**src/design/pt_pkg.sv**
```systemverilog
// Shared types and constants for the progress timer.
`timescale 1ns / 1ps

package pt_pkg;

    localparam int TIME_W = 32;
    localparam int PROG_W = 8;
    localparam int CMD_W  = 2;
    localparam int BIT_W  = $clog2(PROG_W);

    typedef enum logic [CMD_W-1:0] {
        CMD_TICK  = 2'd0,
        CMD_START = 2'd1,
        CMD_RESET = 2'd2
    } t_cmd;

    typedef enum logic [2:0] {
        S_IDLE,
        S_ELAP,
        S_CMP,
        S_CALC,
        S_EMIT
    } t_state;

    typedef struct packed {
        logic [CMD_W-1:0]  cmd;
        logic [TIME_W-1:0] duration_ms;
    } t_in_item;

    typedef struct packed {
        logic              running;
        logic              done_res;
        logic [PROG_W-1:0] progress;
    } t_out_item;

    typedef struct packed {
        logic busy;
        logic done;
    } t_scale_stat;

endpackage

```
**src/design/pt_scale.sv**
```systemverilog
// Bit-serial scaler that computes floor(elapsed * max / duration) for elapsed < duration.
`timescale 1ns / 1ps

module pt_scale
    import pt_pkg::*;
(
    input  logic              i_clk,
    input  logic              i_rst_n,
    input  logic              i_start,
    input  logic [TIME_W-1:0] i_elapsed,
    input  logic [PROG_W-1:0] i_max,
    input  logic [TIME_W-1:0] i_dur,
    output t_scale_stat       o_stat,
    output logic [PROG_W-1:0] o_quot
);

    logic              r_busy, n_busy;
    logic              r_done, n_done;
    logic              r_phase, n_phase;
    logic [BIT_W-1:0]  r_bit, n_bit;
    logic [TIME_W-1:0] r_rem, n_rem;
    logic [PROG_W-1:0] r_quot, n_quot;

    logic [TIME_W:0]   w_opnd;
    logic [TIME_W+1:0] w_diff;
    logic              w_ge;

    // One shared add and compare: phase 0 doubles the remainder, phase 1 adds
    // elapsed when the current bit of max is set. Both reduce modulo duration.
    always_comb begin
        if (!r_phase) begin
            w_opnd = {r_rem, 1'b0};
        end else if (i_max[r_bit]) begin
            w_opnd = {1'b0, r_rem} + {1'b0, i_elapsed};
        end else begin
            w_opnd = {1'b0, r_rem};
        end
        w_diff = {1'b0, w_opnd} - {2'b00, i_dur};
        w_ge   = ~w_diff[TIME_W+1];
    end

    always_comb begin
        n_busy  = r_busy;
        n_done  = 1'b0;
        n_phase = r_phase;
        n_bit   = r_bit;
        n_rem   = r_rem;
        n_quot  = r_quot;
        if (i_start) begin
            n_busy  = 1'b1;
            n_phase = 1'b0;
            n_bit   = BIT_W'(PROG_W - 1);
            n_rem   = '0;
            n_quot  = '0;
        end else if (r_busy) begin
            n_rem = w_ge ? w_diff[TIME_W-1:0] : w_opnd[TIME_W-1:0];
            if (!r_phase) begin
                n_quot  = {r_quot[PROG_W-2:0], w_ge};
                n_phase = 1'b1;
            end else begin
                n_quot  = r_quot + PROG_W'(w_ge);
                n_phase = 1'b0;
                if (r_bit == '0) begin
                    n_busy = 1'b0;
                    n_done = 1'b1;
                end else begin
                    n_bit = r_bit - 1'b1;
                end
            end
        end
    end

    always_ff @(posedge i_clk) begin
        if (!i_rst_n) begin
            r_busy  <= 1'b0;
            r_done  <= 1'b0;
            r_phase <= 1'b0;
            r_bit   <= '0;
        end else begin
            r_busy  <= n_busy;
            r_done  <= n_done;
            r_phase <= n_phase;
            r_bit   <= n_bit;
        end
    end

    always_ff @(posedge i_clk) begin
        r_rem  <= n_rem;
        r_quot <= n_quot;
    end

    assign o_stat.busy = r_busy;
    assign o_stat.done = r_done;
    assign o_quot      = r_quot;

endmodule

```
**src/design/progress_timer_unit.sv**
```systemverilog
// Top level of the progress timer: command sequencer, time state and result register.
`timescale 1ns / 1ps

// Each accepted item (tick, start or reset) updates the time state and
// produces one status item with running, done_res and progress. Items are
// processed one at a time. A result that needs no scaling (idle or finished)
// skips the scaler. Otherwise the bit-serial scaler runs a doubling and an
// add phase for each of the 8 progress bits. The next item can be taken in
// the cycle after the result is loaded. The input is stalled while an item
// is in work; a finished result sits in the output register, so the next
// item can be taken while it waits. progress_max resets to 255 and should
// be written only while the block is idle.
module progress_timer_unit
    import pt_pkg::*;
(
    input  logic              i_clk,
    input  logic              i_rst_n,
    input  logic              i_cfg_we,
    input  logic [PROG_W-1:0] i_cfg_wdata,
    input  logic              i_in_valid,
    output logic              o_in_stall,
    input  t_in_item          i_in_data,
    output logic              o_out_valid,
    input  logic              i_out_stall,
    output t_out_item         o_out_data
);

    t_state            r_state, n_state;
    logic [TIME_W-1:0] r_now, n_now;
    logic [TIME_W-1:0] r_start, n_start;
    logic [TIME_W-1:0] r_dur, n_dur;
    logic [PROG_W-1:0] r_pmax, n_pmax;
    logic              r_out_valid, n_out_valid;
    t_out_item         r_out, n_out;
    logic [TIME_W-1:0] r_elapsed, n_elapsed;
    logic              r_running, n_running;
    logic              r_done, n_done;
    logic [PROG_W-1:0] r_prog, n_prog;

    logic              w_scale_start;
    t_scale_stat       w_scale_stat;
    logic [PROG_W-1:0] w_scale_quot;

    pt_scale u_scale (
        .i_clk     (i_clk),
        .i_rst_n   (i_rst_n),
        .i_start   (w_scale_start),
        .i_elapsed (r_elapsed),
        .i_max     (r_pmax),
        .i_dur     (r_dur),
        .o_stat    (w_scale_stat),
        .o_quot    (w_scale_quot)
    );

    always_comb begin
        n_state       = r_state;
        n_now         = r_now;
        n_start       = r_start;
        n_dur         = r_dur;
        n_pmax        = r_pmax;
        n_out_valid   = r_out_valid;
        n_out         = r_out;
        n_elapsed     = r_elapsed;
        n_running     = r_running;
        n_done        = r_done;
        n_prog        = r_prog;
        w_scale_start = 1'b0;

        if (r_out_valid && !i_out_stall) begin
            n_out_valid = 1'b0;
        end
        if (i_cfg_we) begin
            n_pmax = i_cfg_wdata;
        end

        case (r_state)
            S_IDLE: begin
                if (i_in_valid) begin
                    case (t_cmd'(i_in_data.cmd))
                        CMD_TICK: begin
                            n_now = r_now + 1'b1;
                        end
                        CMD_START: begin
                            n_start = r_now;
                            n_dur   = i_in_data.duration_ms;
                        end
                        CMD_RESET: begin
                            n_start = '0;
                            n_dur   = '0;
                        end
                        default: begin
                        end
                    endcase
                    n_state = S_ELAP;
                end
            end
            S_ELAP: begin
                // Wraps modulo the counter width, so a start before a wrap still works.
                n_elapsed = r_now - r_start;
                n_state   = S_CMP;
            end
            S_CMP: begin
                n_running = (r_dur != '0);
                if (r_dur == '0) begin
                    n_done  = 1'b0;
                    n_prog  = '0;
                    n_state = S_EMIT;
                end else if (r_elapsed >= r_dur) begin
                    n_done  = 1'b1;
                    n_prog  = r_pmax;
                    n_state = S_EMIT;
                end else begin
                    n_done        = 1'b0;
                    w_scale_start = 1'b1;
                    n_state       = S_CALC;
                end
            end
            S_CALC: begin
                if (w_scale_stat.done) begin
                    n_prog  = w_scale_quot;
                    n_state = S_EMIT;
                end
            end
            S_EMIT: begin
                if (!r_out_valid || !i_out_stall) begin
                    n_out_valid      = 1'b1;
                    n_out.running    = r_running;
                    n_out.done_res   = r_done;
                    n_out.progress   = r_prog;
                    n_state          = S_IDLE;
                end
            end
            default: begin
                n_state = S_IDLE;
            end
        endcase
    end

    always_ff @(posedge i_clk) begin
        if (!i_rst_n) begin
            r_state     <= S_IDLE;
            r_now       <= '0;
            r_start     <= '0;
            r_dur       <= '0;
            r_pmax      <= '1;
            r_out_valid <= 1'b0;
        end else begin
            r_state     <= n_state;
            r_now       <= n_now;
            r_start     <= n_start;
            r_dur       <= n_dur;
            r_pmax      <= n_pmax;
            r_out_valid <= n_out_valid;
        end
    end

    always_ff @(posedge i_clk) begin
        r_out     <= n_out;
        r_elapsed <= n_elapsed;
        r_running <= n_running;
        r_done    <= n_done;
        r_prog    <= n_prog;
    end

    assign o_in_stall  = (r_state != S_IDLE);
    assign o_out_valid = r_out_valid;
    assign o_out_data  = r_out;

`ifndef SYNTHESIS
    a_scale_in_calc: assert property (@(posedge i_clk) disable iff (!i_rst_n)
        (w_scale_stat.busy || w_scale_stat.done) |-> (r_state == S_CALC))
        else $error("scaler active outside the scaling state");

    a_accept_moves_on: assert property (@(posedge i_clk) disable iff (!i_rst_n)
        (r_state == S_IDLE && i_in_valid) |=> (r_state == S_ELAP))
        else $error("accepted item did not start processing");

    a_emit_loads_output: assert property (@(posedge i_clk) disable iff (!i_rst_n)
        (r_state == S_EMIT && (!r_out_valid || !i_out_stall)) |=>
        (o_out_valid && r_state == S_IDLE))
        else $error("finished item was not placed in the output register");
`endif

endmodule
```
**config.mk**
```make
export PLATFORM = sky130hd
export DESIGN_NAME = progress_timer_unit
export DESIGN_NICKNAME = d
export VERILOG_FILES = /design/src/design/pt_pkg.sv /design/src/design/pt_scale.sv /design/src/design/progress_timer_unit.sv
export SDC_FILE = /design/constraint.sdc
export NUM_CORES = 1
export LEC_CHECK = 0
export BUFFER_PORTS_ARGS = -buffer_cell sky130_fd_sc_hd__buf_2
export CELL_PAD_IN_SITES_DETAIL_PLACEMENT = 1
export CELL_PAD_IN_SITES_GLOBAL_PLACEMENT = 1
export CORE_MARGIN = 5
export CORE_UTILIZATION = 45
export CTS_BUF_LIST = sky130_fd_sc_hd__clkbuf_2
export DETAILED_ROUTE_END_ITERATION = 8
export GPL_TIMING_DRIVEN = 0
export PLACE_DENSITY_LB_ADDON = 0.1
export SLEW_MARGIN = 20
export SYNTH_ARGS = -nofsm -noshare
export SYNTH_HDL_FRONTEND = slang
export SYNTH_SLANG_ARGS = --single-unit
```
**constraint.sdc**
```tcl
create_clock -name i_clk -period 5.7 [get_ports i_clk]
set_input_delay 0.855 -clock i_clk [delete_from_list [all_inputs] [get_ports i_clk]]
set_output_delay 0.855 -clock i_clk [all_outputs]
set_load 0.05 [all_outputs]
```
==> summary.txt <==
Power
  – PwrDens: 431 nW/um^2
  – Maximum vdd drop: 0.179 mV
  – LEAKAGE: 0.00682 uW
  – Total power: 7410 uW

Clocking
  – Root Buffer: clkbuf_2
  – CTS buffer count: 58
  – H-tree depth: 2
  – Clock tree buffer depth: 3
  – Skew-Pair Late Insertion Delay: 900 ps
  – Cts hold-fix bufs: 0
  – Clk sinks: 206
  – CTS tree: built
  – Clock transition at path regs: 100 ps

Synthesis
  – Post-Synth Simple-Gate Area: 22.7%
  – Post-synth cell types: 82
  – Adder-cell share of the synthesized area: 11.5%
  – Post-synthesis instance area: 15100 sq um
  – Compound-Gate Fraction of Synth Area: 22.1%
  – Syn Inst Count: 1837
  – Post-synth EDFFs: 52
  – Asr flop ratio synth: 0%
  – Post-Synth XOR/XNOR Area: 5.33%
  – FF+latch count, synth: 206
  – Syn Nets: 2021
  – Mux contribution to synthesized area: 2.86%
  – Largest family of logic cells by synthesized area: simple AND/OR/NAND/NOR gates
  – Syn Area/Cell: 8.23 sq um
  – Register area share after synthesis: 30.7%
  – Synth Flop Type: dfxtp_1
  – Yosys warns: 0

Run
  – Max cap viols: 0

Setup path
  – Worst path max stage delay: 570 ps
  – CP endpoint kind: register
  – Most used cell, CP: a21o_1
  – Arrival @ worst endpoint: 6370 ps
  – RR Startpoint: r_elapsed[12]$_DFFE_PP_
  – Worst Path Max Fanout: 5
  – Worst reg2reg path endpoint: u_scale.o_quot[7]$_SDFFE_PP0P_
  – Worst reg2reg path depth: 27
  – CP Data Required Time: 6450 ps
  – CP max-delay cell: edfxtp_1
  – Kind of critical path: register to register
  – Startpoint types: register
  – FF-to-FF setup slack: 80 ps

Floorplan
  – Die Width: 193 um
  – Die height: 193 um
  – Die area: 37400 sq um
  – Row count: 67
  – Starting Density: 45.3%
  – Core area: 33400 sq um
  – IO Count: 59

Cells and area
  – Area Overhead vs Synth: 13.7%
  – Layout cells sized above 1: 14.1%
  – Most common cell after layout, fill and taps aside: a21oi_1
  – Most frequent cells in the layout: a21oi_1, dfxtp_1, nand2_1
  – Post-route cell area: 17200 sq um
  – Final net count: 2165
  – Non-filler cells, final: 2477
  – Fill cells: 4164

Timing
  – Tmin final: 5620 ps
  – FMAX: 0.178 GHz
  – Final period utilization: 98.6%
  – Max Slew Vio Count: 0
  – Final Hold Fails: 0
  – Final setup fails: 0
  – Slew headroom: 39.4%
  – Clk_skew: 54.8 ps
  – Final setup margin: 79.7 ps
  – Worst Tran Pin Value: 909 ps

Global route
  – Vias in the first global route: 15000
  – Pin count of the biggest net entering global routing: 15
  – Gr usage total: 27.0%
  – Initial antenna violation count: 1
  – Total gr overflow: 0
  – First-pass GRT wire length: 81800 um

Placed design
  – Inst Count DP: 2345
  – Placer Congestion: 0.901
  – Half-perimeter wire length after placement: 40900 um
  – Placed instance area: 16000 sq um
  – PortBufs: 57
  – Pre-CTS WS: -1160 ps

Route
  – Final wirelength: 52100 um
  – Drt wl/cell: 21.0 um
  – Vias: 14500
  – DRC: 0
  – Initial DRT Pass Iterations: 7
  – Drt via density: 5.85
  – 1st-iter DRT viols: 768
  – Detail Route Antenna Nets: 0

Hold path
  – Worst hold endpoint: r_pmax[2]$_SDFFE_PN1P_
  – Hold Crit Depth: 3
  – Min-delay src: i_cfg_wdata[2]
  – Hold Crit Class: input port to register

Status
  – Status: finished clean
## per-stage QoR
step	TNS [ps]	hold WS, ps	util (%)
after floorplan	0	400	-
after global placement	-10020	404	47.8
after detailed placement	-10860	405	47.9
after CTS	0	81.2	50.7
after global routing	-125	125	51.5
final	0	187	51.5
## cells in the mapped netlist, types with 4 or more instances
cell type  count  area [sq um]
clkbuf_1      67           251
ha_1         134          1680
or3_1         14          87.6
buf_1          5          18.8
a211oi_1      36           270
and3_1        25           156
xor2_1        32           280
nor4_1        14          87.6
a2111oi_0     11          96.3
xnor2_1       60           526
nor3b_1       64           480
o21ai_0       72           360
nand2_1      156           586
edfxtp_1      52          1560
o22ai_1        7          43.8
mux2i_1       32           320
a21boi_0      15           113
nor2_1       142           533
and2_1        38           238
o31ai_1        7          52.6
nor3_1        21           105
inv_1        101           379
nor2b_1       75           469
a311oi_1      15           131
nand3_1       48           240
o2111ai_1      5          43.8
o21bai_1      12          90.1
o21a_1        18           135
and4_1         8          70.1
dfxtp_1      154          3080
a31oi_1       18           113
a21o_1        54           405
nand4_1       21           131
buf_2          6          30.0
o211ai_1      15           113
o311ai_0       5          43.8
a21oi_1      184           921
nand2b_1      22           138
o31a_1         4          35.0
## cell families (layout without fill, tap and decap cells)
family,Yosys count,after routing
adders and majority gates,137,137
other,0,1
AOI/OAI and AO/OA,518,518
buffers and inverters,183,374
muxes,39,39
DFF,206,206
xor gates and xnor gates,92,92
and+or+nand+nor,662,662
## critical path, delay by kind of cell (launching register included)
kind	cells	cell delay, ps
xor gates and xnor gates	1	230
adders and majority gates	3	770
AOI/OAI and AO/OA	13	2800
buffers and inverters	2	170
and+or+nand+nor	8	910
DFF	1	570
## registers in the layout, summed over array words and instances (netlist names)
name	cells
o_out_valid	1
o_out_data	10
r_prog	8
r_elapsed	32
r_state	3
r_pmax	8
u_scale.r_done	1
u_scale.r_rem	32
r_start	32
r_dur	32
u_scale.r_busy	1
u_scale.o_quot	8
r_running	1
r_now	32
u_scale.r_bit	3
u_scale.r_phase	1
r_done	1
## per-layer routing
| metal | vias up | GRT usage (%) | part of all wire (%) |
|---|---|---|---|
| li1 | 6983 | - | - |
| met1 | 7101 | 35.5 | 45 |
| met2 | 300 | 45.9 | 48 |
| met3 | 96 | 3.32 | 4.2 |
| met4 | 0 | 9.18 | 2.8 |
| met5 | - | 0 | 0 |
## worst max-delay path by stage
| stage | startpoint | slack [ps] | to | depth (start not counted) |
|---|---|---|---|---|
| final | r_elapsed[12]$_DFFE_PP_ | 80 | u_scale.o_quot[7]$_SDFFE_PP0P_ | 27 |
| after global routing | r_elapsed[15]$_DFFE_PP_ | -90 | u_scale.o_quot[7]$_SDFFE_PP0P_ | 27 |
| after CTS | r_elapsed[0]$_DFFE_PP_ | 5 | u_scale.o_quot[6]$_SDFFE_PP0P_ | 28 |
| after detailed placement | u_scale.r_bit[0]$_SDFFE_PN0P_ | -1160 | u_scale.o_quot[6]$_SDFFE_PP0P_ | 25 |
| after global placement | u_scale.r_bit[0]$_SDFFE_PN0P_ | -1130 | u_scale.o_quot[6]$_SDFFE_PP0P_ | 25 |
| after floorplan | r_elapsed[0]$_DFFE_PP_ | 320 | u_scale.o_quot[6]$_SDFFE_PP0P_ | 28 |
## what timing repair did
item	4_1_cts	5_1_grt
gates resized for setup	63	45
pin swaps	21	33
buffers inserted	18	8
endpoints found under the setup margin	39	17
endpoints found under the hold margin	0	0
## power breakdown
group / leakage (uW) / total (uW) / switching, uW / internal [uW]
clock network: 0.000423 / 1100 / 662 / 436
registers: 0.00174 / 1930 / 246 / 1690
logic: 0.00466 / 4380 / 2560 / 1810
## area by class of cell
class	instances	area, sq um	area share, %
Multi-Input combinational cell	1448	10200	59.5
Antenna cell	1	2.50	0.0146
Clock buffer	95	475	2.77
Buffer	79	335	1.95
Tap cell	448	561	3.26
Inverter	102	390	2.27
Timing Repair Buffer	86	503	2.93
Sequential cell	206	4640	27.0
Clock inverter	12	50.0	0.291
Power figures use the tool's default switching activity.
